## src/breakpoint_table_core_defines.svh

```systemverilog
// Assertion macros for the breakpoint table core.
// Depends on nothing; included by the top level, which supplies clk and rst_n.
`ifndef BREAKPOINT_TABLE_CORE_DEFINES_SVH
`define BREAKPOINT_TABLE_CORE_DEFINES_SVH

`ifndef ASSERT_OFF
// Antecedent holds, consequent must hold on the following clock edge.
`define BPT_ASSERT_NEXT(lbl, ante, cons) \
    lbl: assert property (@(posedge clk) disable iff (!rst_n) (ante) |=> (cons)) \
        else $error("breakpoint table: next-cycle check failed");
// Antecedent holds, consequent must hold on the same clock edge.
`define BPT_ASSERT_SAME(lbl, ante, cons) \
    lbl: assert property (@(posedge clk) disable iff (!rst_n) (ante) |-> (cons)) \
        else $error("breakpoint table: same-cycle check failed");
`else
`define BPT_ASSERT_NEXT(lbl, ante, cons)
`define BPT_ASSERT_SAME(lbl, ante, cons)
`endif

`endif

```

## src/bpt_pkg.sv

```systemverilog
// Shared types and codes for the breakpoint table core.
// Depends on nothing; used by the interfaces, the top level, the controller and the datapath.
package bpt_pkg;

    typedef logic [2:0]  mode_t;
    typedef logic [31:0] pc_t;
    typedef logic [15:0] line_t;
    typedef logic [1:0]  status_t;
    typedef logic [3:0]  count_out_t;

    // Request modes; the remaining codes are no-ops.
    localparam mode_t MODE_LOOKUP = 3'd0;
    localparam mode_t MODE_QUERY  = 3'd1;
    localparam mode_t MODE_INSERT = 3'd2;
    localparam mode_t MODE_REMOVE = 3'd3;
    localparam mode_t MODE_CLEAR  = 3'd4;

    // Result status codes.
    localparam status_t STATUS_OK   = 2'd0;
    localparam status_t STATUS_MISS = 2'd1;
    localparam status_t STATUS_FULL = 2'd2;

    // Controller states.
    typedef enum logic [1:0] {
        ST_IDLE,
        ST_SCAN,
        ST_DRAIN,
        ST_DONE
    } state_t;

    // Commands from the controller to the datapath.
    typedef struct packed {
        logic in_ready;
        logic scan_rd;
        logic finish;
    } bpt_cmd_t;

    // Status from the datapath to the controller.
    typedef struct packed {
        logic req_valid;
        logic scan_last;
        logic out_free;
    } bpt_sts_t;

endpackage

```

## src/bpt_if.sv

```systemverilog
// Request and response channel interfaces for the breakpoint table core.
// Depends on bpt_pkg for the payload types.
interface bpt_req_if;
    logic               valid;
    logic               ready;
    bpt_pkg::mode_t     mode;
    bpt_pkg::pc_t       pc_value;
    bpt_pkg::line_t     line_number;

    modport source (output valid, output mode, output pc_value, output line_number,
                    input ready);
    modport sink   (input valid, input mode, input pc_value, input line_number,
                    output ready);
endinterface

interface bpt_rsp_if;
    logic                  valid;
    logic                  ready;
    logic                  ok;
    bpt_pkg::line_t        found_line;
    bpt_pkg::status_t      status;
    bpt_pkg::count_out_t   entry_count;

    modport source (output valid, output ok, output found_line, output status,
                    output entry_count, input ready);
    modport sink   (input valid, input ok, input found_line, input status,
                    input entry_count, output ready);
endinterface

```

## src/breakpoint_table_core.sv

```systemverilog
// Breakpoint table core: pc/line entries scanned one per cycle from a dual-port entry memory.
// A word's response follows its scan and drain, and is registered once the output register is free.
// Only one word is handled at a time: the next word is not taken until the last one is finished.
// A new word is accepted while an earlier response still waits in the output register.
// Reset (rst_n, asynchronous, active low) empties the table at once; no clearing pass.
`include "breakpoint_table_core_defines.svh"

module breakpoint_table_core #(
    parameter int MAX_ENTRIES = 8
) (
    input logic       clk,
    input logic       rst_n,
    bpt_req_if.sink   req,
    bpt_rsp_if.source rsp
);
    import bpt_pkg::*;

    bpt_cmd_t cmd;
    bpt_sts_t sts;

    // Sequencing.
    bpt_ctrl u_ctrl (
        .clk   (clk),
        .rst_n (rst_n),
        .sts   (sts),
        .cmd   (cmd)
    );

    // Storage, compare and response.
    bpt_datapath #(
        .MAX_ENTRIES (MAX_ENTRIES)
    ) u_datapath (
        .clk   (clk),
        .rst_n (rst_n),
        .cmd   (cmd),
        .sts   (sts),
        .req   (req),
        .rsp   (rsp)
    );

    // Only one word is in flight: the block stops taking words right after one.
    `BPT_ASSERT_NEXT(a_one_in_flight, req.valid && req.ready, !req.ready)
    // Finishing a word always presents a response on the next cycle.
    `BPT_ASSERT_NEXT(a_finish_gives_rsp, cmd.finish, rsp.valid)
    // A response only appears as the result of a finished word.
    `BPT_ASSERT_SAME(a_rsp_from_finish, $rose(rsp.valid), $past(cmd.finish))

endmodule

```

## src/bpt_ram.sv

```systemverilog
// Generic single-clock RAM with one write port and one registered read port.
// Depends on nothing.
module bpt_ram #(
    parameter int WIDTH = 48,
    parameter int DEPTH = 8,
    localparam int AW = (DEPTH > 1) ? $clog2(DEPTH) : 1
) (
    input  logic             clk,
    input  logic             we,
    input  logic [AW-1:0]    waddr,
    input  logic [WIDTH-1:0] wdata,
    input  logic             re,
    input  logic [AW-1:0]    raddr,
    output logic [WIDTH-1:0] rdata
);

    logic [WIDTH-1:0] mem [DEPTH];
    logic [WIDTH-1:0] rdata_reg;

    // Write port.
    always_ff @(posedge clk)
    begin
        if (we)
        begin
            mem[waddr] <= wdata;
        end
    end

    // Registered read port.
    always_ff @(posedge clk)
    begin
        if (re)
        begin
            rdata_reg <= mem[raddr];
        end
    end

    assign rdata = rdata_reg;

endmodule

```

## src/bpt_ctrl.sv

```systemverilog
// Controller state machine for the breakpoint table: accept, scan, drain, finish.
// Depends on bpt_pkg for the state, command and status types.
module bpt_ctrl (
    input  logic              clk,
    input  logic              rst_n,
    input  bpt_pkg::bpt_sts_t sts,
    output bpt_pkg::bpt_cmd_t cmd
);
    import bpt_pkg::*;

    state_t state_reg;
    state_t state_next;

    // State register.
    always_ff @(posedge clk or negedge rst_n)
    begin
        if (!rst_n)
        begin
            state_reg <= ST_IDLE;
        end
        else
        begin
            state_reg <= state_next;
        end
    end

    // Next-state logic.
    always_comb
    begin
        state_next = state_reg;
        case (state_reg)
            ST_IDLE:
            begin
                if (sts.req_valid)
                begin
                    state_next = ST_SCAN;
                end
            end
            ST_SCAN:
            begin
                if (sts.scan_last)
                begin
                    state_next = ST_DRAIN;
                end
            end
            ST_DRAIN:
            begin
                state_next = ST_DONE;
            end
            ST_DONE:
            begin
                if (sts.out_free)
                begin
                    state_next = ST_IDLE;
                end
            end
            default:
            begin
                state_next = ST_IDLE;
            end
        endcase
    end

    // Output logic.
    always_comb
    begin
        cmd = '0;
        case (state_reg)
            ST_IDLE:
            begin
                cmd.in_ready = 1'b1;
            end
            ST_SCAN:
            begin
                cmd.scan_rd = 1'b1;
            end
            ST_DRAIN:
            begin
                cmd = '0;
            end
            ST_DONE:
            begin
                cmd.finish = sts.out_free;
            end
            default:
            begin
                cmd = '0;
            end
        endcase
    end

endmodule

```

## src/bpt_datapath.sv

```systemverilog
// Datapath of the breakpoint table: request registers, entry memory scan,
// match tracking, table update and the response register. Depends on bpt_pkg, bpt_if and bpt_ram.
module bpt_datapath #(
    parameter int MAX_ENTRIES = 8
) (
    input  logic              clk,
    input  logic              rst_n,
    input  bpt_pkg::bpt_cmd_t cmd,
    output bpt_pkg::bpt_sts_t sts,
    bpt_req_if.sink           req,
    bpt_rsp_if.source         rsp
);
    import bpt_pkg::*;

    localparam int AW = (MAX_ENTRIES > 1) ? $clog2(MAX_ENTRIES) : 1;
    localparam int CW = $clog2(MAX_ENTRIES + 1);
    localparam int EW = $bits(pc_t) + $bits(line_t);

    // Table state.
    logic [MAX_ENTRIES-1:0] valid_reg;
    logic [MAX_ENTRIES-1:0] valid_next;
    logic [CW-1:0]          count_reg;
    logic [CW-1:0]          count_next;

    // Captured request.
    mode_t req_mode_reg;
    pc_t   req_pc_reg;
    line_t req_line_reg;

    // Scan and compare stage.
    logic [AW-1:0] scan_idx_reg;
    logic          cmp_vld_reg;
    logic [AW-1:0] cmp_idx_reg;
    logic          hit_reg;
    logic [AW-1:0] best_idx_reg;
    pc_t           best_pc_reg;
    line_t         hit_line_reg;

    // Response register.
    logic       out_valid_reg;
    logic       ok_reg;
    line_t      found_line_reg;
    status_t    status_reg;
    count_out_t entry_count_reg;

    logic          accept;
    logic [EW-1:0] rd_entry;
    pc_t           rd_pc;
    line_t         rd_line;
    logic          take;
    logic [AW-1:0] free_idx;
    logic          full;
    logic          ram_we;
    logic          ok_next;
    line_t         found_next;
    status_t       status_next;
    logic [CW+3:0] count_ext;

    assign accept    = cmd.in_ready & req.valid;
    assign req.ready = cmd.in_ready;

    assign sts.req_valid = req.valid;
    assign sts.scan_last = (scan_idx_reg == AW'(MAX_ENTRIES - 1));
    assign sts.out_free  = !out_valid_reg || rsp.ready;

    // Entry memory holding {pc, line}.
    bpt_ram #(
        .WIDTH (EW),
        .DEPTH (MAX_ENTRIES)
    ) u_entry_ram (
        .clk   (clk),
        .we    (ram_we),
        .waddr (free_idx),
        .wdata ({req_pc_reg, req_line_reg}),
        .re    (cmd.scan_rd),
        .raddr (scan_idx_reg),
        .rdata (rd_entry)
    );

    assign rd_pc   = rd_entry[EW-1 -: $bits(pc_t)];
    assign rd_line = rd_entry[$bits(line_t)-1:0];

    // Request capture, no reset needed for payload.
    always_ff @(posedge clk)
    begin
        if (accept)
        begin
            req_mode_reg <= req.mode;
            req_pc_reg   <= req.pc_value;
            req_line_reg <= req.line_number;
        end
    end

    // Scan address counter and compare-stage tracking.
    always_ff @(posedge clk or negedge rst_n)
    begin
        if (!rst_n)
        begin
            scan_idx_reg <= '0;
            cmp_vld_reg  <= 1'b0;
            cmp_idx_reg  <= '0;
        end
        else
        begin
            cmp_vld_reg <= cmd.scan_rd;
            cmp_idx_reg <= scan_idx_reg;
            if (accept)
            begin
                scan_idx_reg <= '0;
            end
            else if (cmd.scan_rd)
            begin
                scan_idx_reg <= scan_idx_reg + AW'(1);
            end
        end
    end

    // Decide whether the entry just read is a better match.
    always_comb
    begin
        take = 1'b0;
        case (req_mode_reg)
            MODE_LOOKUP, MODE_INSERT:
            begin
                take = (rd_pc == req_pc_reg);
            end
            MODE_QUERY, MODE_REMOVE:
            begin
                take = (rd_line == req_line_reg) && (!hit_reg || (rd_pc < best_pc_reg));
            end
            default:
            begin
                take = 1'b0;
            end
        endcase
    end

    // Match flag and best entry so far.
    always_ff @(posedge clk or negedge rst_n)
    begin
        if (!rst_n)
        begin
            hit_reg <= 1'b0;
        end
        else if (accept)
        begin
            hit_reg <= 1'b0;
        end
        else if (cmp_vld_reg && valid_reg[cmp_idx_reg] && take)
        begin
            hit_reg <= 1'b1;
        end
    end

    always_ff @(posedge clk)
    begin
        if (cmp_vld_reg && valid_reg[cmp_idx_reg] && take)
        begin
            best_idx_reg <= cmp_idx_reg;
            best_pc_reg  <= rd_pc;
            hit_line_reg <= rd_line;
        end
    end

    // Lowest free slot for an insert.
    always_comb
    begin
        free_idx = '0;
        for (int i = MAX_ENTRIES - 1; i >= 0; i--)
        begin
            if (!valid_reg[i])
            begin
                free_idx = AW'(i);
            end
        end
    end

    assign full = (count_reg == CW'(MAX_ENTRIES));

    // Result and table update for the finished request.
    always_comb
    begin
        ok_next     = 1'b0;
        found_next  = '0;
        status_next = STATUS_MISS;
        valid_next  = valid_reg;
        count_next  = count_reg;
        ram_we      = 1'b0;
        case (req_mode_reg)
            MODE_LOOKUP:
            begin
                if (hit_reg)
                begin
                    ok_next     = 1'b1;
                    found_next  = hit_line_reg;
                    status_next = STATUS_OK;
                end
            end
            MODE_QUERY:
            begin
                if (hit_reg)
                begin
                    ok_next     = 1'b1;
                    status_next = STATUS_OK;
                end
            end
            MODE_INSERT:
            begin
                if (full)
                begin
                    status_next = STATUS_FULL;
                end
                else if (!hit_reg)
                begin
                    ok_next              = 1'b1;
                    status_next          = STATUS_OK;
                    valid_next[free_idx] = 1'b1;
                    count_next           = count_reg + CW'(1);
                    ram_we               = cmd.finish;
                end
            end
            MODE_REMOVE:
            begin
                if (hit_reg)
                begin
                    ok_next                  = 1'b1;
                    status_next              = STATUS_OK;
                    valid_next[best_idx_reg] = 1'b0;
                    count_next               = count_reg - CW'(1);
                end
            end
            MODE_CLEAR:
            begin
                ok_next     = 1'b1;
                status_next = STATUS_OK;
                valid_next  = '0;
                count_next  = '0;
            end
            default:
            begin
                ok_next = 1'b0;
            end
        endcase
    end

    assign count_ext = {4'b0, count_next};

    // Table valid bits and fill count.
    always_ff @(posedge clk or negedge rst_n)
    begin
        if (!rst_n)
        begin
            valid_reg <= '0;
            count_reg <= '0;
        end
        else if (cmd.finish)
        begin
            valid_reg <= valid_next;
            count_reg <= count_next;
        end
    end

    // Response valid flag.
    always_ff @(posedge clk or negedge rst_n)
    begin
        if (!rst_n)
        begin
            out_valid_reg <= 1'b0;
        end
        else if (cmd.finish)
        begin
            out_valid_reg <= 1'b1;
        end
        else if (rsp.ready)
        begin
            out_valid_reg <= 1'b0;
        end
    end

    // Response payload.
    always_ff @(posedge clk)
    begin
        if (cmd.finish)
        begin
            ok_reg          <= ok_next;
            found_line_reg  <= found_next;
            status_reg      <= status_next;
            entry_count_reg <= count_ext[3:0];
        end
    end

    assign rsp.valid       = out_valid_reg;
    assign rsp.ok          = ok_reg;
    assign rsp.found_line  = found_line_reg;
    assign rsp.status      = status_reg;
    assign rsp.entry_count = entry_count_reg;

endmodule
```

## src/flat_wrapper.sv

```systemverilog
// flat-port wrapper written by rule: the top's interface ports become plain ports
module breakpoint_table_core_flat import bpt_pkg::*;
#(
    parameter int MAX_ENTRIES = 8
)
  (clk, rst_n, req_valid, req_mode, req_pc_value, req_line_number, req_ready, rsp_valid, rsp_ok, rsp_found_line, rsp_status, rsp_entry_count, rsp_ready);
  bpt_req_if req_i ();
  bpt_rsp_if rsp_i ();
  input logic clk;
  input logic rst_n;
  input wire logic [$bits(req_i.valid)-1:0] req_valid;
  input wire logic [$bits(req_i.mode)-1:0] req_mode;
  input wire logic [$bits(req_i.pc_value)-1:0] req_pc_value;
  input wire logic [$bits(req_i.line_number)-1:0] req_line_number;
  output wire logic [$bits(req_i.ready)-1:0] req_ready;
  output wire logic [$bits(rsp_i.valid)-1:0] rsp_valid;
  output wire logic [$bits(rsp_i.ok)-1:0] rsp_ok;
  output wire logic [$bits(rsp_i.found_line)-1:0] rsp_found_line;
  output wire logic [$bits(rsp_i.status)-1:0] rsp_status;
  output wire logic [$bits(rsp_i.entry_count)-1:0] rsp_entry_count;
  input wire logic [$bits(rsp_i.ready)-1:0] rsp_ready;
  assign req_i.valid = req_valid;
  assign req_i.mode = req_mode;
  assign req_i.pc_value = req_pc_value;
  assign req_i.line_number = req_line_number;
  assign req_ready = req_i.ready;
  assign rsp_valid = rsp_i.valid;
  assign rsp_ok = rsp_i.ok;
  assign rsp_found_line = rsp_i.found_line;
  assign rsp_status = rsp_i.status;
  assign rsp_entry_count = rsp_i.entry_count;
  assign rsp_i.ready = rsp_ready;
  breakpoint_table_core #(.MAX_ENTRIES(MAX_ENTRIES)) u_core (.clk(clk), .rst_n(rst_n), .req(req_i), .rsp(rsp_i));
endmodule
```

## config.mk

```make
export PLATFORM = sky130hd
export DESIGN_NAME = breakpoint_table_core_flat
export DESIGN_NICKNAME = d
export VERILOG_FILES = /design/src/bpt_pkg.sv /design/src/bpt_if.sv /design/src/breakpoint_table_core.sv /design/src/bpt_ram.sv /design/src/bpt_ctrl.sv /design/src/bpt_datapath.sv /design/src/flat_wrapper.sv
export VERILOG_INCLUDE_DIRS = /design/src /design/src/src
export SDC_FILE = /design/constraint.sdc
export NUM_CORES = 1
export LEC_CHECK = 0
export BUFFER_PORTS_ARGS = -buffer_cell sky130_fd_sc_hd__buf_2
export CAP_MARGIN = 10
export CORE_MARGIN = 2
export CORE_UTILIZATION = 61
export CTS_CLUSTER_SIZE = 28
export DETAILED_ROUTE_END_ITERATION = 6
export GPL_TIMING_DRIVEN = 0
export PLACE_DENSITY_LB_ADDON = 0.12
export SYNTH_ARGS = -nofsm -noshare
export SYNTH_HDL_FRONTEND = slang
export SYNTH_SLANG_ARGS = --single-unit
```

## constraint.sdc

```tcl
create_clock -name clk -period 7.66 [get_ports clk]
set_input_delay 1.532 -clock clk [delete_from_list [all_inputs] [get_ports clk]]
set_output_delay 1.532 -clock clk [all_outputs]
set_load 0.005 [all_outputs]
```

# --- After elaboration in Yosys (flattened, before gate mapping) ---
# Memories as Yosys holds them, arrays and structs flattened. A register that Yosys moved wholly into a read port is not among the register bits.
# Cells that the tools add are included.
classes:
  mux: 49
  n_eq_ne: 17
  bitwise_logic: 4
  reduce_logical: 21
  order_cmp: 6
  n_addsub: 3
op_table:
  columns: ["cell", "n"]
  rows:
  - ["$eq 32x32->1", 1]
  - ["$lt 32x32->1", 1]
  - ["$mux 3", 10]
  - ["$mux 8", 3]
  - ["$pmux 8 s3", 1]
  - ["$mux 1", 20]
  - ["$eq 16x16->1", 1]
  - ["$lt 3x4->1 const B", 3]
  - ["$mux 4", 3]
  - ["$pmux 4 s3", 1]
  - ["$ne 2x2->1 const B", 5]
  - ["$and 8x8->8", 1]
  - ["$mux 2", 4]
  - ["$not 8->8", 1]
  - ["$or 8x8->8", 1]
  - ["$pmux 2 s4", 1]
  - ["$demux 1 s3", 2]
  - ["$eq 3x2->1 const B", 2]
  - ["$eq 3x3->1 const B", 2]
  - ["$ge 3x1->1 const B", 2]
  - ["$pmux 2 s3", 1]
  - ["$reduce_bool 2->1", 3]
  - ["$logic_and 1x1->1", 5]
  - ["$reduce_and 5->1", 1]
  - ["21 further kinds", 25]
totals:
  inputBits: 55
  word_cells: 119
  ff_bits: 148
  ramBits: 384
  memories: 1
  output_inout_bits: 25
mem_list:
  columns: ["name", "depth", "width", "rd", "rd_clocked_by_memory_dff", "wr", "line_no", "text"]
  rows:
  - ["u_core.u_datapath.u_entry_ram.mem", 8, 48, 1, 1, 1, "bpt_ram.sv:17", "logic [WIDTH-1:0] mem [DEPTH];"]

# --- Depth between registers and ports, before layout ---
# Gate-level depths: netlist of the first run.
depth:
  depth_word: 16
  depth_mapped: 8
  ltp_nobuf: 8

# --- Hierarchy ---
# From an unflattened synthesis of the first run, not the netlist that was laid out.
unflattened:
  cells_unflattened: 1104
  hier_area_um2: 22779.3
by_module_without_submodules:
  columns: ["module", "instances", "cells_per_inst", "seq_area_each_um2", "area_each_um2"]
  rows:
  - ["bpt_ram", 1, 616, 12972.4, 16100.4]
  - ["bpt_datapath", 1, 472, 4279.1, 6518.8]
  - ["bpt_ctrl", 1, 16, 50.0, 160.2]

# --- Least setup slack after synthesis of the first run ---
# No wires, ideal clock.
synth_timing:
  path_kind: "input to register"
  startpoint: "input rsp_ready"
  endpoint: "memory u_core.u_datapath.u_entry_ram.mem[3][0], enable pin"
  arrival_time_ns: 5.627
  required_time_ns: 7.136
  setup_slack_ns: 1.508
  setup_time_ns: 0.524
  stages: 5
  path_buffers: 0
  path_cell_list: "or2b_2 nand2_1 nor3_4 nand3_2 nor3b_1"
synth_via:
  elab_chain_cells: 7
synth_rtl:
  columns: ["item", "line_no", "text"]
  rows:
  - ["from (decl)", "flat_wrapper.sv:21", "input wire logic [$bits(rsp_i.ready)-1:0] rsp_ready;"]
  - ["$logic_or 1x1->1", "bpt_datapath.sv:64", "assign sts.out_free = !out_valid_reg || rsp.ready;"]
  - ["$mux 1", "bpt_ctrl.sv:68", "case (state_reg)"]
  - ["$mux 1", "bpt_datapath.sv:213", "else if (!hit_reg)"]
  - ["$mux 1", "bpt_datapath.sv:209", "if (full)"]
  - ["$mux 1", "bpt_datapath.sv:189", "case (req_mode_reg)"]
  - ["$mux 1", "bpt_ram.sv:23", "if (we)"]
  - ["$mux 1 (not written as such)", "bpt_ram.sv:25", "mem[waddr] <= wdata;"]
  - ["to (decl)", "bpt_ram.sv:17", null]
# Every way passes these cells.

# --- Final worst setup path of the first run ---
layout_timing:
  startpoint: "register u_core.u_datapath.req_pc_reg[3]"
  endpoint: "register u_core.u_datapath.best_pc_reg[0], enable pin"
layout_via:
  elab_chain_cells: 3
layout_rtl:
  columns: ["item", "line_no", "text"]
  rows:
  - ["from (decl)", "bpt_datapath.sv:27", "pc_t req_pc_reg;"]
  - ["from (signal assigned)", "bpt_datapath.sv:89", "req_pc_reg <= req.pc_value;"]
  - ["$eq 32x32->1", "bpt_datapath.sv:125", "take = (rd_pc == req_pc_reg);"]
  - ["$pmux 1 s2", "bpt_datapath.sv:122", "case (req_mode_reg)"]
  - ["$logic_and 1x1->1", "bpt_datapath.sv:157", "if (cmp_vld_reg && valid_reg[cmp_idx_reg] && take)"]
  - ["to (signal assigned)", "bpt_datapath.sv:160", "best_pc_reg <= rd_pc;"]
  - ["to (decl)", "bpt_datapath.sv:36", "pc_t best_pc_reg;"]
# Every way passes these cells.
# A chain may end at the register's enable or synchronous reset.

==> flow_summary.html, run 1 <==
<table>
<tr><th>Metric</th><th>Value</th></tr>
<tr><th colspan="2">GRT</th></tr>
<tr><td>Vias in the first global route</td><td>between 10000 and 15000</td></tr>
<tr><td>Wire length of the first global-routing pass</td><td>67200 um</td></tr>
<tr><td>Gr usage total</td><td>around a quarter</td></tr>
<tr><td>Antenna violations before repair</td><td>0</td></tr>
<tr><td>Total overflow reported by the global router</td><td>0</td></tr>
<tr><td>Maximum number of pins on one net before global-route repair</td><td>52</td></tr>
<tr><th colspan="2">Synthesis</th></tr>
<tr><td>Combinational family with the most area after synthesis</td><td>multiplexers</td></tr>
<tr><td>Cell area after synthesis</td><td>22500 um^2</td></tr>
<tr><td>Number of nets produced by synthesis</td><td>1187</td></tr>
<tr><td>Count of flip-flops with a built-in enable after synthesis</td><td>557</td></tr>
<tr><td>Synthesized-area fraction occupied by adder cells</td><td>2.17%</td></tr>
<tr><td>Mapped Avg Cell Area</td><td>around 20 um^2</td></tr>
<tr><td>Biggest area consumer among synthesized cells</td><td>sky130_fd_sc_hd__edfxtp_1</td></tr>
<tr><td>Library cell with the highest instance count after synthesis</td><td>sky130_fd_sc_hd__edfxtp_1</td></tr>
<tr><td>Top cell type's share of synthesized area</td><td>between 70% and 80%</td></tr>
<tr><td>Synthesized-area fraction occupied by ao, oa, aoi and oai cells</td><td>under 10%</td></tr>
<tr><td>Basic-gate share of the synthesized area counting and, or, nand and nor cells</td><td>between 2 and 3%</td></tr>
<tr><td>Fraction of synthesized area in multiplexers</td><td>12.5%</td></tr>
<tr><td>Synth cell count leaders</td><td>sky130_fd_sc_hd__edfxtp_1 (557), sky130_fd_sc_hd__mux4_2 (98), sky130_fd_sc_hd__mux2_2 (50)</td></tr>
<tr><td>Biggest area contributors in the synthesized netlist</td><td>sky130_fd_sc_hd__edfxtp_1 (74%), sky130_fd_sc_hd__mux4_2 (9.8%), sky130_fd_sc_hd__dfrtp_1 (2.6%)</td></tr>
<tr><td>Number of distinct library cells after synthesis</td><td>between 50 and 60</td></tr>
<tr><td>Most instantiated flip-flop cell in the synthesis netlist</td><td>sky130_fd_sc_hd__edfxtp_1</td></tr>
<tr><td>Warnings, synthesis</td><td>0</td></tr>
<tr><td>Post-Synth XOR/XNOR Area</td><td>about 1.9%</td></tr>
<tr><td>Fraction of registers with async set or reset after synthesis</td><td>3.97%</td></tr>
<tr><td>Register area share after synthesis</td><td>about 77%</td></tr>
<tr><td>Count of state elements after synthesis</td><td>just under 600</td></tr>
<tr><td>Cell count after synthesis</td><td>between 1000 and 1500</td></tr>
<tr><th colspan="2">Clock network</th></tr>
<tr><td>Clock latency reported for the late side of the worst-skew pair</td><td>about 620 ps</td></tr>
<tr><td>CTS Buf Count</td><td>between 50 and 60</td></tr>
<tr><td>Number of buffers inserted for hold repair after clock tree synthesis</td><td>0</td></tr>
<tr><td>Clock slew at reported path FFs</td><td>60 ps</td></tr>
<tr><td>Number of levels the H-tree was split into</td><td>2</td></tr>
<tr><td>Deepest clock path buffer count</td><td>3</td></tr>
<tr><td>Number of gates resized after CTS</td><td>0</td></tr>
<tr><td>CTS tree</td><td>built</td></tr>
<tr><td>Number of setup buffers added after CTS</td><td>0</td></tr>
<tr><td>Root Driver</td><td>sky130_fd_sc_hd__clkbuf_16</td></tr>
<tr><td>Clk sinks</td><td>580</td></tr>
<tr><th colspan="2">Detailed routing</th></tr>
<tr><td>Total wirelength of the detailed-routed design</td><td>approximately 45000 um</td></tr>
<tr><td>DRC violations left</td><td>0</td></tr>
<tr><td>First-pass iteration count of the detailed router</td><td>6</td></tr>
<tr><td>Initial DRC count</td><td>913</td></tr>
<tr><td>Post-detailed-route count of antenna-violating nets</td><td>0</td></tr>
<tr><td>Total via count after detailed routing</td><td>10700</td></tr>
<tr><td>Detailed-route wire length per cell</td><td>25.2 um</td></tr>
<tr><td>DR vias/cell</td><td>6.08</td></tr>
<tr><th colspan="2">Hold path</th></tr>
<tr><td>Worst Hold Depth</td><td>0</td></tr>
<tr><td>End point of the worst hold path</td><td>u_core.u_datapath.cmp_idx_reg[1]$_DFF_PN0_</td></tr>
<tr><td>Startpoint of the most critical hold path</td><td>u_core.u_datapath.scan_idx_reg[1]$_DFFE_PN0P_</td></tr>
<tr><td>Tightest Hold Check Type</td><td>flop to flop</td></tr>
<tr><th colspan="2">Setup path</th></tr>
<tr><td>Number of cells on the worst reg-to-reg path</td><td>6</td></tr>
<tr><td>Critical path's slowest cell</td><td>sky130_fd_sc_hd__o21a_4</td></tr>
<tr><td>Worst setup path category</td><td>flop to flop</td></tr>
<tr><td>Worst Setup SP</td><td>u_core.u_datapath.req_pc_reg[3]$_DFFE_PP_</td></tr>
<tr><td>Critical path peak fanout</td><td>a little over 50</td></tr>
<tr><td>Worst Setup End Kind</td><td>flop</td></tr>
<tr><td>Worst Path Arrival</td><td>approximately 4000 ps</td></tr>
<tr><td>Crit path top cell by count</td><td>sky130_fd_sc_hd__nor4_1</td></tr>
<tr><td>CP max stage delay</td><td>790 ps</td></tr>
<tr><td>Critical path required time</td><td>7890 ps</td></tr>
<tr><td>Crit path cell chain</td><td>xor2_1, nor4_1, nand4_1, or4_1, nor4_1, o21a_4</td></tr>
<tr><td>Endpoint of the lowest-slack register-to-register path</td><td>u_core.u_datapath.best_pc_reg[0]$_DFFE_PP_</td></tr>
<tr><td>Sum of buffers and inverters on the critical path</td><td>0</td></tr>
<tr><td>Kind of launch point of the worst setup path</td><td>flop</td></tr>
<tr><td>Delay-heaviest family, CP</td><td>simple AND/OR/NAND/NOR gates</td></tr>
<tr><td>Startpoint of the worst register-to-register path</td><td>u_core.u_datapath.req_pc_reg[3]$_DFFE_PP_</td></tr>
<tr><td>Reg-to-reg slack, setup</td><td>between 3000 and 4000 ps</td></tr>
<tr><th colspan="2">Layout</th></tr>
<tr><td>Non-filler cells in the finished layout</td><td>1766</td></tr>
<tr><td>NumNets Final</td><td>about 1300</td></tr>
<tr><td>Core utilization of the finished layout</td><td>70.5%</td></tr>
<tr><td>Flip-flop count of the largest register, all copies and words added</td><td>between 300 and 400</td></tr>
<tr><td>Antenna cells</td><td>0</td></tr>
<tr><td>Area Overhead vs Synth</td><td>14.4%</td></tr>
<tr><td>Ratio of cells with drive above 1 in the final layout</td><td>around 28%</td></tr>
<tr><th colspan="2">Pwr</th></tr>
<tr><td>Static Leak</td><td>around 0.0086 uW</td></tr>
<tr><td>Peak supply drop</td><td>0.229 mV</td></tr>
<tr><td>Internal power</td><td>between 6000 and 7000 uW</td></tr>
<tr><td>Total Power</td><td>around 8600 uW</td></tr>
<tr><td>Power per Cell Area</td><td>between 300 and 400 nW/um^2</td></tr>
<tr><td>Gate power share</td><td>~20%</td></tr>
<tr><td>Power share of the clock group</td><td>30.3%</td></tr>
<tr><td>Sw Pwr</td><td>between 2000 and 2500 uW</td></tr>
<tr><td>Net switching fraction of the power</td><td>27.4%</td></tr>
<tr><td>Power share of the sequential group</td><td>49.5%</td></tr>
<tr><th colspan="2">Floorplanning</th></tr>
<tr><td>I/O pin count</td><td>80</td></tr>
<tr><td>Die area</td><td>around 38000 um^2</td></tr>
<tr><td>FP Rows</td><td>70</td></tr>
<tr><td>Floorplan die width</td><td>approximately 200 um</td></tr>
<tr><td>Effective utilization at floorplan</td><td>between 60 and 70%</td></tr>
<tr><td>Die Ht</td><td>between 150 and 200 um</td></tr>
<tr><td>Area of the core</td><td>36400 um^2</td></tr>
<tr><th colspan="2">Placement</th></tr>
<tr><td>Input/output buffers</td><td>between 70 and 80</td></tr>
<tr><td>DP Cell Count</td><td>1662</td></tr>
<tr><td>Half-perimeter wire length after detailed placement</td><td>~27000 um</td></tr>
<tr><td>GPL Wtd Cong</td><td>around 0.85</td></tr>
<tr><td>Pre-CTS WS</td><td>about 3800 ps</td></tr>
<tr><th colspan="2">Timing</th></tr>
<tr><td>Final hold violations</td><td>0</td></tr>
<tr><td>Min cycle time layout</td><td>between 3000 and 4000 ps</td></tr>
<tr><td>Unrepaired setup endpoints after global routing</td><td>false</td></tr>
<tr><td>Final slew viol count</td><td>0</td></tr>
<tr><td>Highest clock rate</td><td>around 260 MHz</td></tr>
<tr><td>Final Setup Violations</td><td>0</td></tr>
<tr><td>Fin crit share</td><td>about 51%</td></tr>
<tr><td>Slew headroom</td><td>between 20% and 30%</td></tr>
<tr><td>Worst-Margin Slew</td><td>~1100 ps</td></tr>
<tr><td>Worst clock skew</td><td>20.9 ps</td></tr>
<tr><td>Post-route worst setup slack</td><td>3780 ps</td></tr>
<tr><th colspan="2">Job</th></tr>
<tr><td>Max-cap check violation count</td><td>0</td></tr>
<tr><th colspan="2">Status</th></tr>
<tr><td>Status</td><td>complete, no violations</td></tr>
</table>
[worst max path at each step]
stage / to / slack [ps] / cells after the start
after detailed placement: u_core.u_datapath.hit_line_reg[12]$_DFFE_PP_ / 3780 / 6
after CTS: u_core.u_datapath.hit_line_reg[3]$_DFFE_PP_ / 3750 / 6
final: u_core.u_datapath.best_pc_reg[0]$_DFFE_PP_ / 3780 / 6
after global routing: u_core.u_datapath.best_pc_reg[2]$_DFFE_PP_ / 3640 / 6
after floorplan: u_core.u_datapath.u_entry_ram.mem[3][0]$_DFFE_PP_ / 1510 / 5
after global placement: u_core.u_datapath.u_entry_ram.mem[3][23]$_DFFE_PP_ / -2690 / 6
[cell usage in the layout, fill, tap and decap left out, drive strengths merged, types with 5 or more instances in the layout]
master	instances
edfxtp	557
buf	114
mux4	98
clkbuf	85
mux2	50
inv	46
ha	39
clkinv	33
xnor2	28
o21ai	28
nand2	25
nor2	24
dfrtp	23
a21oi	21
xor2	21
and2	17
nand4	10
a31oi	8
nor4	7
nand3	6
nand2b	5
[power by group through the flow]
| stage | Clock [uW] | Combinational [uW] | Sequential (uW) |
|---|---|---|---|
| 6_report | 2600 | 1740 | 4260 |
| 3_5_place_dp | 0 | 1760 | 4320 |
| 5_1_grt | 2780 | 1900 | 4300 |
| 2_1_floorplan | 0 | 1220 | 4220 |
| 3_3_place_gp | 0 | 1690 | 4330 |
| 4_1_cts | 2660 | 1770 | 4260 |
[logic make-up after synthesis]
| logic type | Yosys count |
|---|---|
| mux | 152 |
| flops | 580 |
| fa+ha+maj | 39 |
| xor+xnor | 49 |
| compound gates | 81 |
| simple gates | 114 |
| buf+inv | 78 |
[per-stage QoR]
step	TNS (ps)	hold WS, ps	area (um^2)
floorplan	0	376	22500
global placement	-131370	384	23400
detailed placement	0	395	23900
CTS	0	409	25700
global route	0	415	25700
finish	0	411	25700
[area by class of cell]
cell class,count,area [um^2]
plain buffers,33,139
clock buffers,65,1480
clock inverters,39,260
fillers,2237,10800
inverters,45,169
multi-input cells,435,4920
flip-flops and latches,580,17300
well taps,468,586
repair buffers,101,821
[per-layer routing]
layer / global-route usage (%) / up-vias / wire length [um]
li1: - / 4720 / -
met3: 3.94 / 61 / 2830
met4: 6.90 / 0 / 847
met1: 36.2 / 5579 / 19300
met5: 0 / - / 0
met2: 37.7 / 374 / 21600
(Power assumes the default switching activity.)
==> run 2, diff against run 1 <==
==> constraint.sdc (replaced) <==
create_clock -name clk -period 3.9 [get_ports clk]
set_input_delay 0.78 -clock clk [delete_from_list [all_inputs] [get_ports clk]]
set_output_delay 0.78 -clock clk [all_outputs]
set_load 0.005 [all_outputs]
==> run 2 against run 1 <==
Effect of this change: final cell count decreased by 0.11%; sequential cell count unchanged; utilization rose by 0.41 points; routed wire length up 0.27%; clock power up 110%; critical endpoint is now u_core.u_datapath.hit_line_reg[0]$_DFFE_PP_; highest routed layer unchanged.
==> flow_summary.html, run 2 (synthesized netlist as in run 1, its figures left out) <==
<table>
<tr><th>Metric</th><th>Value</th></tr>
<tr><th colspan="2">Floorplanning</th></tr>
<tr><td>Die area</td><td>38400 um^2 (unchanged)</td></tr>
<tr><td>FP Rows</td><td>70 (unchanged)</td></tr>
<tr><td>Effective utilization at floorplan</td><td>61.6% (unchanged)</td></tr>
<tr><td>Floorplan die width</td><td>196 um (unchanged)</td></tr>
<tr><td>Die Ht</td><td>196 um (unchanged)</td></tr>
<tr><td>I/O pin count</td><td>80 (unchanged)</td></tr>
<tr><td>Area of the core</td><td>36400 um^2 (unchanged)</td></tr>
<tr><th colspan="2">Timing</th></tr>
<tr><td>Final Setup Violations</td><td>0 (unchanged)</td></tr>
<tr><td>Worst clock skew</td><td>22.0 ps (was 20.9 ps)</td></tr>
<tr><td>Final hold violations</td><td>0 (unchanged)</td></tr>
<tr><td>Unrepaired setup endpoints after global routing</td><td>false (unchanged)</td></tr>
<tr><td>Final slew viol count</td><td>0 (unchanged)</td></tr>
<tr><td>Slew headroom</td><td>24.6% (was 24.5%)</td></tr>
<tr><td>Final hold slack</td><td>159 ps (was 411 ps)</td></tr>
<tr><td>Worst-Margin Slew</td><td>1130 ps (about the same)</td></tr>
<tr><td>Fin crit share</td><td>95.4% (was 50.7%)</td></tr>
<tr><td>Min cycle time layout</td><td>3720 ps (was 3880 ps)</td></tr>
<tr><td>Post-route worst setup slack</td><td>179 ps (was 3780 ps)</td></tr>
<tr><td>Highest clock rate</td><td>269 MHz (was 258 MHz)</td></tr>
<tr><th colspan="2">Setup path</th></tr>
<tr><td>Crit path top cell by count</td><td>sky130_fd_sc_hd__nor4_1 (unchanged)</td></tr>
<tr><td>Critical path peak fanout</td><td>51 (unchanged)</td></tr>
<tr><td>Sum of buffers and inverters on the critical path</td><td>0 (unchanged)</td></tr>
<tr><td>Worst Setup SP</td><td>u_core.u_datapath.req_pc_reg[3]$_DFFE_PP_ (unchanged)</td></tr>
<tr><td>Startpoint of the worst register-to-register path</td><td>u_core.u_datapath.req_pc_reg[3]$_DFFE_PP_ (unchanged)</td></tr>
<tr><td>Critical Path Stages</td><td>6 (unchanged)</td></tr>
<tr><td>CP max stage delay</td><td>760 ps (was 790 ps)</td></tr>
<tr><td>Critical path required time</td><td>4120 ps (was 7890 ps)</td></tr>
<tr><td>Crit path cell chain</td><td>xor2_1, nor4_1, nand4_1, or4_1, nor4_1, o21a_4 (unchanged)</td></tr>
<tr><td>Worst setup path category</td><td>flop to flop (unchanged)</td></tr>
<tr><td>Number of cells on the worst reg-to-reg path</td><td>6 (unchanged)</td></tr>
<tr><td>Worst Setup End Kind</td><td>flop (unchanged)</td></tr>
<tr><td>Worst Path Arrival</td><td>3940 ps (was 4120 ps)</td></tr>
<tr><td>Kind of launch point of the worst setup path</td><td>flop (unchanged)</td></tr>
<tr><td>Delay-heaviest family, CP</td><td>simple AND/OR/NAND/NOR gates (unchanged)</td></tr>
<tr><td>Critical path's slowest cell</td><td>sky130_fd_sc_hd__o21a_4 (unchanged)</td></tr>
<tr><th colspan="2">GRT</th></tr>
<tr><td>Gr usage total</td><td>24.2% (about the same)</td></tr>
<tr><td>Antenna violations before repair</td><td>1 (was 0)</td></tr>
<tr><td>Total overflow reported by the global router</td><td>0 (unchanged)</td></tr>
<tr><td>Vias in the first global route</td><td>10800 (was 10900)</td></tr>
<tr><td>Wire length of the first global-routing pass</td><td>67300 um (was 67200 um)</td></tr>
<tr><td>Maximum number of pins on one net before global-route repair</td><td>52 (unchanged)</td></tr>
<tr><th colspan="2">Clock network</th></tr>
<tr><td>Root Driver</td><td>sky130_fd_sc_hd__clkbuf_16 (unchanged)</td></tr>
<tr><td>Number of buffers inserted for hold repair after clock tree synthesis</td><td>0 (unchanged)</td></tr>
<tr><td>Clock latency reported for the late side of the worst-skew pair</td><td>600 ps (was 620 ps)</td></tr>
<tr><td>CTS Buf Count</td><td>56 (was 57)</td></tr>
<tr><td>CTS tree</td><td>built (unchanged)</td></tr>
<tr><td>Number of gates resized after CTS</td><td>0 (unchanged)</td></tr>
<tr><td>Deepest clock path buffer count</td><td>3 (unchanged)</td></tr>
<tr><td>Number of levels the H-tree was split into</td><td>2 (unchanged)</td></tr>
<tr><td>Number of setup buffers added after CTS</td><td>0 (unchanged)</td></tr>
<tr><td>Clk sinks</td><td>580 (unchanged)</td></tr>
<tr><td>Clock slew at reported path FFs</td><td>60 ps (about the same)</td></tr>
<tr><th colspan="2">Layout</th></tr>
<tr><td>Core utilization of the finished layout</td><td>70.9% (was 70.5%)</td></tr>
<tr><td>Highest-count cells in the layout ignoring fill and taps</td><td>sky130_fd_sc_hd__edfxtp_1 (557), sky130_fd_sc_hd__mux4_2 (98), sky130_fd_sc_hd__buf_2 (85) (unchanged)</td></tr>
<tr><td>Antenna cells</td><td>0 (unchanged)</td></tr>
<tr><td>NumNets Final</td><td>1345 (was 1347)</td></tr>
<tr><td>Leading cell type in the layout, fill and taps excluded</td><td>sky130_fd_sc_hd__edfxtp_1 (unchanged)</td></tr>
<tr><td>Fillers</td><td>2221 (was 2237)</td></tr>
<tr><td>Flip-flop count of the largest register, all copies and words added</td><td>384 (unchanged)</td></tr>
<tr><td>Ratio of cells with drive above 1 in the final layout</td><td>27.8% (was 27.5%)</td></tr>
<tr><td>Area Overhead vs Synth</td><td>15.0% (was 14.4%)</td></tr>
<tr><th colspan="2">Job</th></tr>
<tr><td>Max-cap check violation count</td><td>0 (unchanged)</td></tr>
<tr><th colspan="2">Placement</th></tr>
<tr><td>GPL Wtd Cong</td><td>0.814 (was 0.846)</td></tr>
<tr><td>Input/output buffers</td><td>79 (unchanged)</td></tr>
<tr><td>Pre-CTS WS</td><td>56.0 ps (was 3780 ps)</td></tr>
<tr><td>Half-perimeter wire length after detailed placement</td><td>27700 um (was 27500 um)</td></tr>
<tr><th colspan="2">Detailed routing</th></tr>
<tr><td>DRC violations left</td><td>0 (unchanged)</td></tr>
<tr><td>Total wirelength of the detailed-routed design</td><td>44700 um (was 44600 um)</td></tr>
<tr><td>Post-detailed-route count of antenna-violating nets</td><td>0 (unchanged)</td></tr>
<tr><td>DR vias/cell</td><td>6.08 (about the same)</td></tr>
<tr><td>Detailed-route wire length per cell</td><td>25.3 um (was 25.2 um)</td></tr>
<tr><td>First-pass iteration count of the detailed router</td><td>5 (was 6)</td></tr>
<tr><td>Total via count after detailed routing</td><td>10700 (about the same)</td></tr>
<tr><td>Initial DRC count</td><td>917 (was 913)</td></tr>
<tr><th colspan="2">Hold path</th></tr>
<tr><td>Tightest Hold Check Type</td><td>primary input to async pin (was flop to flop)</td></tr>
<tr><th colspan="2">Pwr</th></tr>
<tr><td>Static Leak</td><td>0.00862 uW (was 0.00857 uW)</td></tr>
<tr><td>Peak supply drop</td><td>0.466 mV (was 0.229 mV)</td></tr>
<tr><td>Power per Cell Area</td><td>667 nW/um^2 (was 335 nW/um^2)</td></tr>
<tr><th colspan="2">Status</th></tr>
<tr><td>Status</td><td>complete, no violations (unchanged)</td></tr>
</table>
[run 2: cell types whose count changed in the layout (fill, tap and decap cells not counted), sizes merged]
cell / delta
buf: -1
clkbuf: +3
clkinv: -10
bufinv: +6
[run 2: per-layer routing]
metal | part of all wire [%] | routed length [um] | track usage [%]
met5 | 0 | 0 | 0
met4 | 2.1 | 940 | 7.10
met3 | 6.1 | 2740 | 3.80
met2 | 49 | 21800 | 38.3
met1 | 43 | 19200 | 35.9
[run 2: final timing paths]
kind                                                           endpoint  slack (ps)
setup / recovery            u_core.u_datapath.hit_line_reg[0]$_DFFE_PP_         180
max in group asynchronous    u_core.u_datapath.valid_reg[6]$_DFFE_PN0P_        3380
hold reg to reg              u_core.u_datapath.cmp_idx_reg[0]$_DFF_PN0_         420
min in group clk           u_core.u_datapath.req_line_reg[12]$_DFFE_PP_         350
hold / removal               u_core.u_datapath.count_reg[0]$_DFFE_PN0P_         160
setup reg to reg            u_core.u_datapath.hit_line_reg[0]$_DFFE_PP_         180
[run 2: area by class of cell]
cell class	instances	area (um^2)	share of cell area (%)
Buffer	33	139	0.538
Clock buffer	68	1460	5.64
Clock inverter	35	394	1.53
Inverter	45	169	0.654
Multi-Input combinational cell	435	4930	19.1
Sequential cell	580	17300	67.0
Tap cell	468	586	2.27
Timing Repair Buffer	100	851	3.29
[run 2: report_power, final]
group	switching, uW	total (uW)	leakage, uW	internal (uW)
combinational	1800	3440	0.00237	1640
sequential	569	8360	0.00536	7790
clock	2250	5430	0.000901	3190
total	4620	17200	0.00862	12600
[run 2: metrics by stage]
stage | setup TNS [ps] | total power, uW | cells | area, um^2
final | 0 | 17200 | 1764 | 25800
after global routing | 0 | 17900 | 1764 | 25800
after CTS | 0 | 17400 | 1764 | 25800
after detailed placement | 0 | 12000 | 1661 | 24000
after global placement | -829300 | 11800 | 1640 | 23400
after floorplan | -69740 | 10700 | 1093 | 22500
[run 2: worst register-to-register path: cells and delay by family, from the launching register on]
family / cells / cell delay, ps
xor+xnor: 1 / 260
compound gates: 1 / 760
simple gates: 4 / 1770
flops: 1 / 520
==> run 3, diff against run 2 <==
--- a/config.mk
+++ b/config.mk
@@ -8,7 +8,7 @@
 export LEC_CHECK = 0
 export BUFFER_PORTS_ARGS = -buffer_cell sky130_fd_sc_hd__buf_2
 export CAP_MARGIN = 10
-export CORE_MARGIN = 2
+export CORE_MARGIN = 1.5
 export CORE_UTILIZATION = 61
 export CTS_CLUSTER_SIZE = 28
 export DETAILED_ROUTE_END_ITERATION = 6
==> run 3 against run 2 <==
Effect of this change: sequential cell count stayed put; clock power is 1% lower; utilization is 0.093 points lower; worst setup slack better by 140 ps; sequential power hardly changed; sequential share of layout area is 0.088 points higher; via count is 0.98% higher; largest power group unchanged; highest routed layer is now met5.
==> flow_summary.html, run 3 (synthesized netlist as in run 1, its figures left out) <==
<table>
<tr><th>Metric</th><th>Value</th></tr>
<tr><th colspan="2">Detailed routing</th></tr>
<tr><td>Detailed-route wire length per cell</td><td>25.3 um (about the same)</td></tr>
<tr><td>Total wirelength of the detailed-routed design</td><td>44800 um (was 44700 um)</td></tr>
<tr><td>Total via count after detailed routing</td><td>10800 (was 10700)</td></tr>
<tr><td>Post-detailed-route count of antenna-violating nets</td><td>0 (unchanged)</td></tr>
<tr><td>First-pass iteration count of the detailed router</td><td>7 (was 5)</td></tr>
<tr><td>DR vias/cell</td><td>6.13 (was 6.08)</td></tr>
<tr><td>Initial DRC count</td><td>854 (was 917)</td></tr>
<tr><td>Top routing layer in use</td><td>met5 (was met4)</td></tr>
<tr><td>Met1 Routed Length</td><td>19600 um (was 19200 um)</td></tr>
<tr><td>Metal2 WL</td><td>21700 um (was 21800 um)</td></tr>
<tr><td>DRC violations left</td><td>0 (unchanged)</td></tr>
<tr><td>Met3 WL</td><td>2660 um (was 2740 um)</td></tr>
<tr><th colspan="2">Clock network</th></tr>
<tr><td>Number of levels the H-tree was split into</td><td>2 (unchanged)</td></tr>
<tr><td>CTS tree</td><td>built (unchanged)</td></tr>
<tr><td>Root Driver</td><td>sky130_fd_sc_hd__clkbuf_16 (unchanged)</td></tr>
<tr><td>Clock slew at reported path FFs</td><td>60 ps (about the same)</td></tr>
<tr><td>Clk sinks</td><td>580 (unchanged)</td></tr>
<tr><td>CTS Buf Count</td><td>56 (unchanged)</td></tr>
<tr><td>Deepest clock path buffer count</td><td>3 (unchanged)</td></tr>
<tr><td>Clock latency reported for the late side of the worst-skew pair</td><td>610 ps (was 600 ps)</td></tr>
<tr><td>Number of setup buffers added after CTS</td><td>0 (unchanged)</td></tr>
<tr><th colspan="2">Pwr</th></tr>
<tr><td>Peak supply drop</td><td>0.437 mV (was 0.466 mV)</td></tr>
<tr><td>Power per Cell Area</td><td>666 nW/um^2 (was 667 nW/um^2)</td></tr>
<tr><td>Static Leak</td><td>0.00859 uW (was 0.00862 uW)</td></tr>
<tr><th colspan="2">Timing</th></tr>
<tr><td>Final slew viol count</td><td>0 (unchanged)</td></tr>
<tr><td>Worst-Margin Slew</td><td>1120 ps (was 1130 ps)</td></tr>
<tr><td>Unrepaired setup endpoints after global routing</td><td>false (unchanged)</td></tr>
<tr><td>Final hold violations</td><td>0 (unchanged)</td></tr>
<tr><td>Fin crit share</td><td>91.8% (was 95.4%)</td></tr>
<tr><td>Worst clock skew</td><td>23.8 ps (was 22.0 ps)</td></tr>
<tr><td>Final Setup Violations</td><td>0 (unchanged)</td></tr>
<tr><td>Highest clock rate</td><td>279 MHz (was 269 MHz)</td></tr>
<tr><td>Slew headroom</td><td>25.1% (was 24.6%)</td></tr>
<tr><td>Min cycle time layout</td><td>3580 ps (was 3720 ps)</td></tr>
<tr><td>Final hold slack</td><td>167 ps (was 159 ps)</td></tr>
<tr><th colspan="2">Setup path</th></tr>
<tr><td>Kind of launch point of the worst setup path</td><td>flop (unchanged)</td></tr>
<tr><td>Critical path's slowest cell</td><td>sky130_fd_sc_hd__nor4_1 (was sky130_fd_sc_hd__o21a_4)</td></tr>
<tr><td>Worst Path Arrival</td><td>3820 ps (was 3940 ps)</td></tr>
<tr><td>Critical path required time</td><td>4140 ps (was 4120 ps)</td></tr>
<tr><td>Sum of buffers and inverters on the critical path</td><td>0 (unchanged)</td></tr>
<tr><td>Worst Setup End Kind</td><td>flop (unchanged)</td></tr>
<tr><td>Crit path cell chain</td><td>xor2_1, nor4_1, nand4_1, or4_1, nor4_1, o21a_4 (unchanged)</td></tr>
<tr><td>Endpoint of the lowest-slack register-to-register path</td><td>u_core.u_datapath.hit_line_reg[5]$_DFFE_PP_ (was u_core.u_datapath.hit_line_reg[0]$_DFFE_PP_)</td></tr>
<tr><td>Startpoint of the worst register-to-register path</td><td>u_core.u_datapath.req_pc_reg[3]$_DFFE_PP_ (unchanged)</td></tr>
<tr><td>Reg-to-reg slack, setup</td><td>320 ps (was 180 ps)</td></tr>
<tr><td>Delay-heaviest family, CP</td><td>simple AND/OR/NAND/NOR gates (unchanged)</td></tr>
<tr><td>Critical Path Stages</td><td>6 (unchanged)</td></tr>
<tr><td>Worst setup path category</td><td>flop to flop (unchanged)</td></tr>
<tr><td>CP max stage delay</td><td>710 ps (was 760 ps)</td></tr>
<tr><td>Critical path peak fanout</td><td>26 (was 51)</td></tr>
<tr><td>Crit path top cell by count</td><td>sky130_fd_sc_hd__nor4_1 (unchanged)</td></tr>
<tr><td>Number of cells on the worst reg-to-reg path</td><td>6 (unchanged)</td></tr>
<tr><th colspan="2">GRT</th></tr>
<tr><td>Maximum number of pins on one net before global-route repair</td><td>52 (unchanged)</td></tr>
<tr><td>Gr usage total</td><td>24.5% (was 24.2%)</td></tr>
<tr><td>Antenna violations before repair</td><td>1 (unchanged)</td></tr>
<tr><td>Total overflow reported by the global router</td><td>0 (unchanged)</td></tr>
<tr><td>Vias in the first global route</td><td>10900 (was 10800)</td></tr>
<tr><td>Wire length of the first global-routing pass</td><td>67400 um (was 67300 um)</td></tr>
<tr><th colspan="2">Floorplanning</th></tr>
<tr><td>FP Rows</td><td>70 (unchanged)</td></tr>
<tr><td>I/O pin count</td><td>80 (unchanged)</td></tr>
<tr><td>Area of the core</td><td>36400 um^2 (unchanged)</td></tr>
<tr><td>Floorplan die width</td><td>195 um (was 196 um)</td></tr>
<tr><td>Die area</td><td>38000 um^2 (was 38400 um^2)</td></tr>
<tr><td>Die Ht</td><td>195 um (was 196 um)</td></tr>
<tr><td>Effective utilization at floorplan</td><td>61.6% (unchanged)</td></tr>
<tr><th colspan="2">Placement</th></tr>
<tr><td>Placed cell area</td><td>24000 um^2 (about the same)</td></tr>
<tr><td>GPL Wtd Cong</td><td>0.834 (was 0.814)</td></tr>
<tr><td>Input/output buffers</td><td>79 (unchanged)</td></tr>
<tr><td>Half-perimeter wire length after detailed placement</td><td>26800 um (was 27700 um)</td></tr>
<tr><th colspan="2">Layout</th></tr>
<tr><td>Area Overhead vs Synth</td><td>14.9% (was 15.0%)</td></tr>
<tr><td>Leading cell type in the layout, fill and taps excluded</td><td>sky130_fd_sc_hd__edfxtp_1 (unchanged)</td></tr>
<tr><td>Flip-flop count of the largest register, all copies and words added</td><td>384 (unchanged)</td></tr>
<tr><td>NumNets Final</td><td>1345 (unchanged)</td></tr>
<tr><td>Ratio of cells with drive above 1 in the final layout</td><td>27.6% (was 27.8%)</td></tr>
<tr><td>Antenna cells</td><td>0 (unchanged)</td></tr>
<tr><td>Highest-count cells in the layout ignoring fill and taps</td><td>sky130_fd_sc_hd__edfxtp_1 (557), sky130_fd_sc_hd__mux4_2 (98), sky130_fd_sc_hd__buf_2 (85) (unchanged)</td></tr>
<tr><td>Total non-filler cell area in the finished layout</td><td>25800 um^2 (about the same)</td></tr>
<tr><th colspan="2">Job</th></tr>
<tr><td>Max-cap check violation count</td><td>0 (unchanged)</td></tr>
<tr><th colspan="2">Status</th></tr>
<tr><td>Status</td><td>complete, no violations (unchanged)</td></tr>
<tr><th colspan="2">Hold path</th></tr>
<tr><td>Tightest Hold Check Type</td><td>primary input to async pin (unchanged)</td></tr>
</table>
==> run 3: cell count changes in the layout (fill, tap and decap cells not counted), sizes merged <==
cell,delta
bufinv,-3
clkinv,-1
clkbuf,+5
clkinvlp,+2
buf,-1
o21a,+1
==> run 3: stage by stage <==
stage                     utilization, %  std cells  total power [uW]  setup TNS [ps]  worst slack (ps)
final                               70.8       1767             17200               0               322
after global routing                70.8       1767             17900               0              32.3
after CTS                           70.8       1766             17300               0              56.9
after detailed placement            65.7       1660             12000               0              75.5
after global placement              64.4       1640             11800         -796520             -2920
after floorplan                        -       1093             10700          -69740              -597
==> run 3: per-layer routing <==
layer	up-vias	GRT usage [%]
met5	-	0
met4	2	5.86
met3	69	4.51
met2	364	38.3
met1	5672	36.6
li1	4723	-
==> run 3: what timing repair did <==
item / CTS / global route
setup endpoints to repair: 0 / 51
hold buffers: 0 / 0
gates resized for setup: 0 / 1
==> run 3: power by group <==
part | leakage [uW] | switching, uW | internal (uW)
Combinational | 0.00236 | 1820 | 1640
Clock | 0.000880 | 2270 | 3080
Sequential | 0.00536 | 576 | 7790
Total | 0.00859 | 4670 | 12500
==> run 3: final cells by class <==
cell class,count,area [um^2]
fillers,2269,10600
inverters,45,169
flip-flops and latches,580,17300
repair buffers,99,826
multi-input cells,436,4950
clock buffers,73,1520
clock inverters,33,309
plain buffers,33,139
well taps,468,586
==> run 3: worst max-delay path by stage <==
stage,from,to,slack (ps)
5_1_grt,u_core.u_datapath.req_pc_reg[3]$_DFFE_PP_,u_core.u_datapath.best_pc_reg[9]$_DFFE_PP_,30
4_1_cts,u_core.u_datapath.req_pc_reg[3]$_DFFE_PP_,u_core.u_datapath.hit_line_reg[12]$_DFFE_PP_,60
3_3_place_gp,u_core.u_datapath.count_reg[0]$_DFFE_PN0P_,u_core.u_datapath.u_entry_ram.mem[6][20]$_DFFE_PP_,-2920
6_report,u_core.u_datapath.req_pc_reg[3]$_DFFE_PP_,u_core.u_datapath.hit_line_reg[5]$_DFFE_PP_,320
2_1_floorplan,u_core.u_datapath.count_reg[0]$_DFFE_PN0P_,u_core.u_datapath.u_entry_ram.mem[6][0]$_DFFE_PP_,-600
3_5_place_dp,u_core.u_datapath.req_pc_reg[3]$_DFFE_PP_,u_core.u_datapath.best_pc_reg[6]$_DFFE_PP_,80
